## src/design/bffa_pkg.sv

```systemverilog
// ----------------------------------------------------------------------------
// bffa_pkg
// shared types and constants of the first-fit bitmap block allocator
// ----------------------------------------------------------------------------
`default_nettype none

package bffa_pkg;

    // request kinds carried on s_tuser
    localparam logic REQ_LOAD  = 1'b0;
    localparam logic REQ_ALLOC = 1'b1;

    // bitmap bytes held in one ram word
    localparam int LANES  = 8;
    localparam int LANE_W = 3;

    typedef logic [LANES-1:0][7:0] word_t;

    // sequencer states
    typedef enum logic [1:0] {
        ST_IDLE,
        ST_SCAN,
        ST_FINISH
    } state_t;

    // outcome of looking for a clear bit in one ram word
    typedef struct packed {
        logic              hit;
        logic [LANE_W-1:0] lane;
        logic [2:0]        bit_pos;
        logic [7:0]        upd_byte;
    } scan_hit_t;

endpackage : bffa_pkg

`default_nettype wire

```

## src/design/bffa_word_scan.sv

```systemverilog
// ----------------------------------------------------------------------------
// bffa_word_scan
// finds the first clear bit in one bitmap word, lowest byte first, msb first
// ----------------------------------------------------------------------------
`default_nettype none

module bffa_word_scan
    import bffa_pkg::*;
(
    input  var word_t            word_i,
    input  var logic [LANES-1:0] lane_ok_i,   // lanes that lie inside the bitmap
    output scan_hit_t            result_o
);

    logic [7:0] bit_found;
    logic [2:0] bit_first [LANES];

    // first clear bit of every byte, counted from the msb
    always_comb begin
        for (int i = 0; i < LANES; i++) begin
            bit_found[i] = 1'b0;
            bit_first[i] = 3'd0;
            for (int b = 7; b >= 0; b--) begin
                if (!word_i[i][7-b]) begin
                    bit_found[i] = 1'b1;
                    bit_first[i] = 3'(b);
                end
            end
        end
    end

    // lowest lane with a clear bit wins
    always_comb begin
        result_o = '0;
        for (int i = LANES - 1; i >= 0; i--) begin
            if (lane_ok_i[i] && bit_found[i]) begin
                result_o.hit      = 1'b1;
                result_o.lane     = LANE_W'(i);
                result_o.bit_pos  = bit_first[i];
                result_o.upd_byte = word_i[i] | (8'h80 >> bit_first[i]);
            end
        end
    end

endmodule : bffa_word_scan

`default_nettype wire

```

## config.mk

```make
export PLATFORM = sky130hd
export DESIGN_NAME = bffa_word_scan
export DESIGN_NICKNAME = d
export VERILOG_FILES = /design/src/design/bffa_pkg.sv /design/src/design/bffa_word_scan.sv
export SDC_FILE = /design/constraint.sdc
export NUM_CORES = 1
export LEC_CHECK = 0
export BUFFER_PORTS_ARGS = -buffer_cell sky130_fd_sc_hd__buf_2
export CAP_MARGIN = 20
export CORE_UTILIZATION = 49
export DETAILED_ROUTE_END_ITERATION = 10
export PLACE_DENSITY = 0.84
export SYNTH_ARGS = -nofsm -noshare
export SYNTH_HDL_FRONTEND = slang
export SYNTH_SLANG_ARGS = --single-unit
```

## constraint.sdc

```tcl
create_clock -name vclk -period 2.2
set_input_delay 0.33 -clock vclk [all_inputs]
set_output_delay 0.33 -clock vclk [all_outputs]
set_load 0.1 [all_outputs]
```

==> flow_metrics.py, run 1 <==
metrics = {
    "logic_synthesis": {
        "yosys_warnings": 0,
        "syn_nets": 373,
        "synth_area_per_cell_um2": 5.936,
        "synth_cells": 301,
        "synth.area.top_cells": "o21ai_0, nand2_1, nand4_1, a21oi_1, nand3_1",
        "yosysUniqueCellTypes": 55,
        "synth_seq_area_share": 0,
        "synth_area_um2": 1787,
        "synth.top_cell.area_share": 0.08964,
        "synth_top_cell_by_area": "o21ai_0",
    },
    "cts": {
        "postCtsSetupBuffers": 18,
        "cts_resized": 70,
        "holdBufCountCts": 0,
    },
    "status": {
        "status": "stopped before the end",
        "error": "[ERROR DPL-0038] Utilization greater than 100%, impossible to legalize",
        "stop_stage": "clock tree synthesis",
    },
    "floorplanning": {
        "rows": 21,
        "die_h_um": 62.39,
        "start_util": 0.5231,
        "die_w_um": 62.39,
        "ios": 87,
    },
    "place": {
        "place.gp.congestion": 1.027,
        "hpwl_um": 8991,
        "port_buffers": 87,
    },
}
cell families after synthesis:
group                     Yosys count  share of synthesized area
AOI/OAI and AO/OA                 138                     0.5266
xor gates and xnor gates            1                   0.004903
buffers and inverters              23                    0.05533
and+or+nand+nor                   139                     0.4132
synth_stat cells (5+ instances only):
cell / number
a31oi_1: 13
and2_1: 5
a311oi_1: 5
nor3_1: 7
nand4_1: 22
inv_1: 16
o211ai_1: 8
a21oi_1: 27
nand2_1: 39
nor2_1: 17
nand3_1: 18
nand2b_1: 7
o21ai_0: 32
a41oi_1: 5
a211oi_1: 6
per-stage QoR:
stage	setup slack (ns)	instance area (um2)	cells	hold WS [ns]	utilization
floorplan	-0.7683	2012	301	0.8222	-
global placement	-0.1147	3329	518	1.106	0.9747
detailed placement	-0.2561	3329	518	1.126	0.9747
==> inputs of run 2 (changes only) <==
Settings changed: CORE_UTILIZATION 49 to 39, PLACE_DENSITY 0.84 to default, PLACE_DENSITY_LB_ADDON from default to 0.15.
==> run 2 against run 1 <==
Compared with the run above: the flow now finishes, with violations (negative setup slack); area after synthesis is the same; synthesized cell count is the same.
==> flow_metrics.py, run 2 <==
metrics = {
    "status": {
        "status": "complete, but fails checks",
        "failed_checks": "negative setup slack",
    },
    "layout": {
        "nClkBuffers": 0,
        "fill_cells": 131,
        "register_area_um2": 0,
        "n_antenna_cell": 0,
        "drive_above_1_share": 0.5613,
        "final_cells": 558,
        "post-route-util": 0.9481,
        "area_delta_synth_final_pct": 132.6,
        "multiInputGateArea_um2": 2200,
        "final_area_um2": 4156,
        "nNetsFinal": 580,
        "final_cell_mix": "buf_4, buf_2, nand2_1",
        "design.seq.count": 0,
        "final_common_cell": "buf_4",
    },
    "pwr": {
        "intPower_mw": 0.4554,
        "p_sw_frac": 0.5782,
        "p_leak_nw": 1.751,
        "seq_power_share": 0,
        "switching_power_mw": 0.6242,
        "clockPowerShare": 0,
        "total_power_mw": 1.080,
        "p_per_area_nw_per_um2": 259.7,
        "pwr-share-comb": 1.000,
        "irDropWorstVdd_mv": 0.2244,
    },
    "critical_path": {
        "crit_start": "word_i[53]",
        "crit_arrival_ns": 2.02,
        "startpoint_type": "input pin",
        "cp_data_required_time_ns": 1.87,
        "critPathCaptureType": "output port",
        "cp_max_fo": 5,
        "path_class": "input pin to output port",
        "crit_path_end": "result_o[8]",
    },
    "logic_synthesis": {
        "yosys_warnings": 0,
        "synth_cells": 301,
        "synth_seq_area_share": 0,
        "synth.top_cell.area_share": 0.08964,
        "synth_area_um2": 1787,
        "yosysUniqueCellTypes": 55,
        "synth_top_cell_by_area": "o21ai_0",
        "synth.area.top_cells": "o21ai_0, nand2_1, nand4_1, a21oi_1, nand3_1",
        "synthTopCellsByCount": "nand2_1, o21ai_0, a21oi_1",
        "syn_nets": 373,
        "synth_area_per_cell_um2": 5.936,
        "yosysMostFrequentCell": "nand2_1",
    },
    "drt": {
        "drt_iter0_drc": 662,
        "drc": 0,
        "vias": 4277,
        "vias_per_cell": 7.665,
        "wl_um": 14180,
        "wl_per_cell_um": 25.41,
        "dr.pass1.iters": 11,
        "final_antenna_net_count": 0,
    },
    "place": {
        "placed_area_um2": 3477,
        "place_inst": 541,
        "port_buffers": 87,
        "place.gp.congestion": 1.007,
        "hpwl_um": 7319,
        "dpl_worst_slack_ns": -0.1333,
    },
    "grt": {
        "track_usage": 0.3708,
        "grt_max_degree": 13,
        "grt_pass1_vias": 3067,
        "grt_pass1_wl_um": 14850,
        "grt_remaining_overflow": 0,
        "grt_antenna_before_repair": 0,
    },
    "sta": {
        "tightestPinTransition_ns": 0.5694,
        "grt_setup_unrepaired": "true",
        "period_share": 1.069,
        "min_period_ns": 2.353,
        "hold_viol": 0,
        "hold_slack_ns": 1.124,
        "fmax_mhz": 425.1,
        "finalSetupViolCount": 9,
        "tns_ns": -0.8465,
        "fin_ws_ns": -0.1526,
        "slew_viol_final": 0,
        "timing.slew.headroom": 0.6181,
    },
    "floorplanning": {
        "start_util": 0.4075,
        "die_h_um": 69.69,
        "ios": 87,
        "die_area_um2": 4856,
        "core_area_um2": 4384,
        "die_w_um": 69.69,
        "rows": 24,
    },
    "job": {
        "drv_cap": 0,
    },
    "worst_hold_path": {
        "min_path_cells": 3,
        "hold_start": "lane_ok_i[0]",
        "hp-class": "input pin to output port",
    },
    "cts": {
        "holdBufCountCts": 0,
    },
}
-- run 2: cell counts after synthesis --
Identical to the previous run, type by type.
-- run 2: layout make-up --
cell class,count,area share
well taps,52,0.01565
inverters,16,0.01445
multi-input cells,278,0.5292
repair buffers,212,0.4407
-- run 2: power by group through the flow --
stage,clock network [mW],logic (mW),registers (mW)
after floorplan,0,0.424,0
after global placement,0,0.839,0
after detailed placement,0,0.850,0
after CTS,0,0.888,0
after global routing,0,1.10,0
final,0,1.08,0
-- run 2: routing by layer --
metal	wire [um]	global-route usage
met1	4606	0.5311
met2	5933	0.6095
met3	2219	0.03779
met4	1417	0.05556
met5	0	0
-- run 2: timing repair --
action / in CTS / in global routing
setup buffers: 5 / 13
pin swaps: 24 / 43
endpoints found under the setup margin: 11 / 11
resized for setup: 28 / 101
gates cloned: 0 / 0
-- run 2: kinds of logic after synthesis --
kind of cell    after synthesis  synth area share
simple gates                139            0.4132
compound gates              138            0.5266
buf+inv                      23           0.05533
xor+xnor                      1          0.004903
-- run 2: how the worst min path moves through the flow --
stage / endpoint / slack [ns]
floorplan: result_o[9] / 0.82
global placement: result_o[9] / 1.10
detailed placement: result_o[9] / 1.11
finish: result_o[9] / 1.12
global route: result_o[9] / 1.14
CTS: result_o[9] / 1.11
-- run 2: critical path: stages --
cell and delay, ns:
buf_4 0.11, buf_4 0.15, inv_1 0.05, o21ai_0 0.20, a31oi_2 0.10, nor3b_2 0.36
o311ai_2 0.18, a221oi_4 0.33, buf_12 0.21
Power figures use the tool's default switching activity.
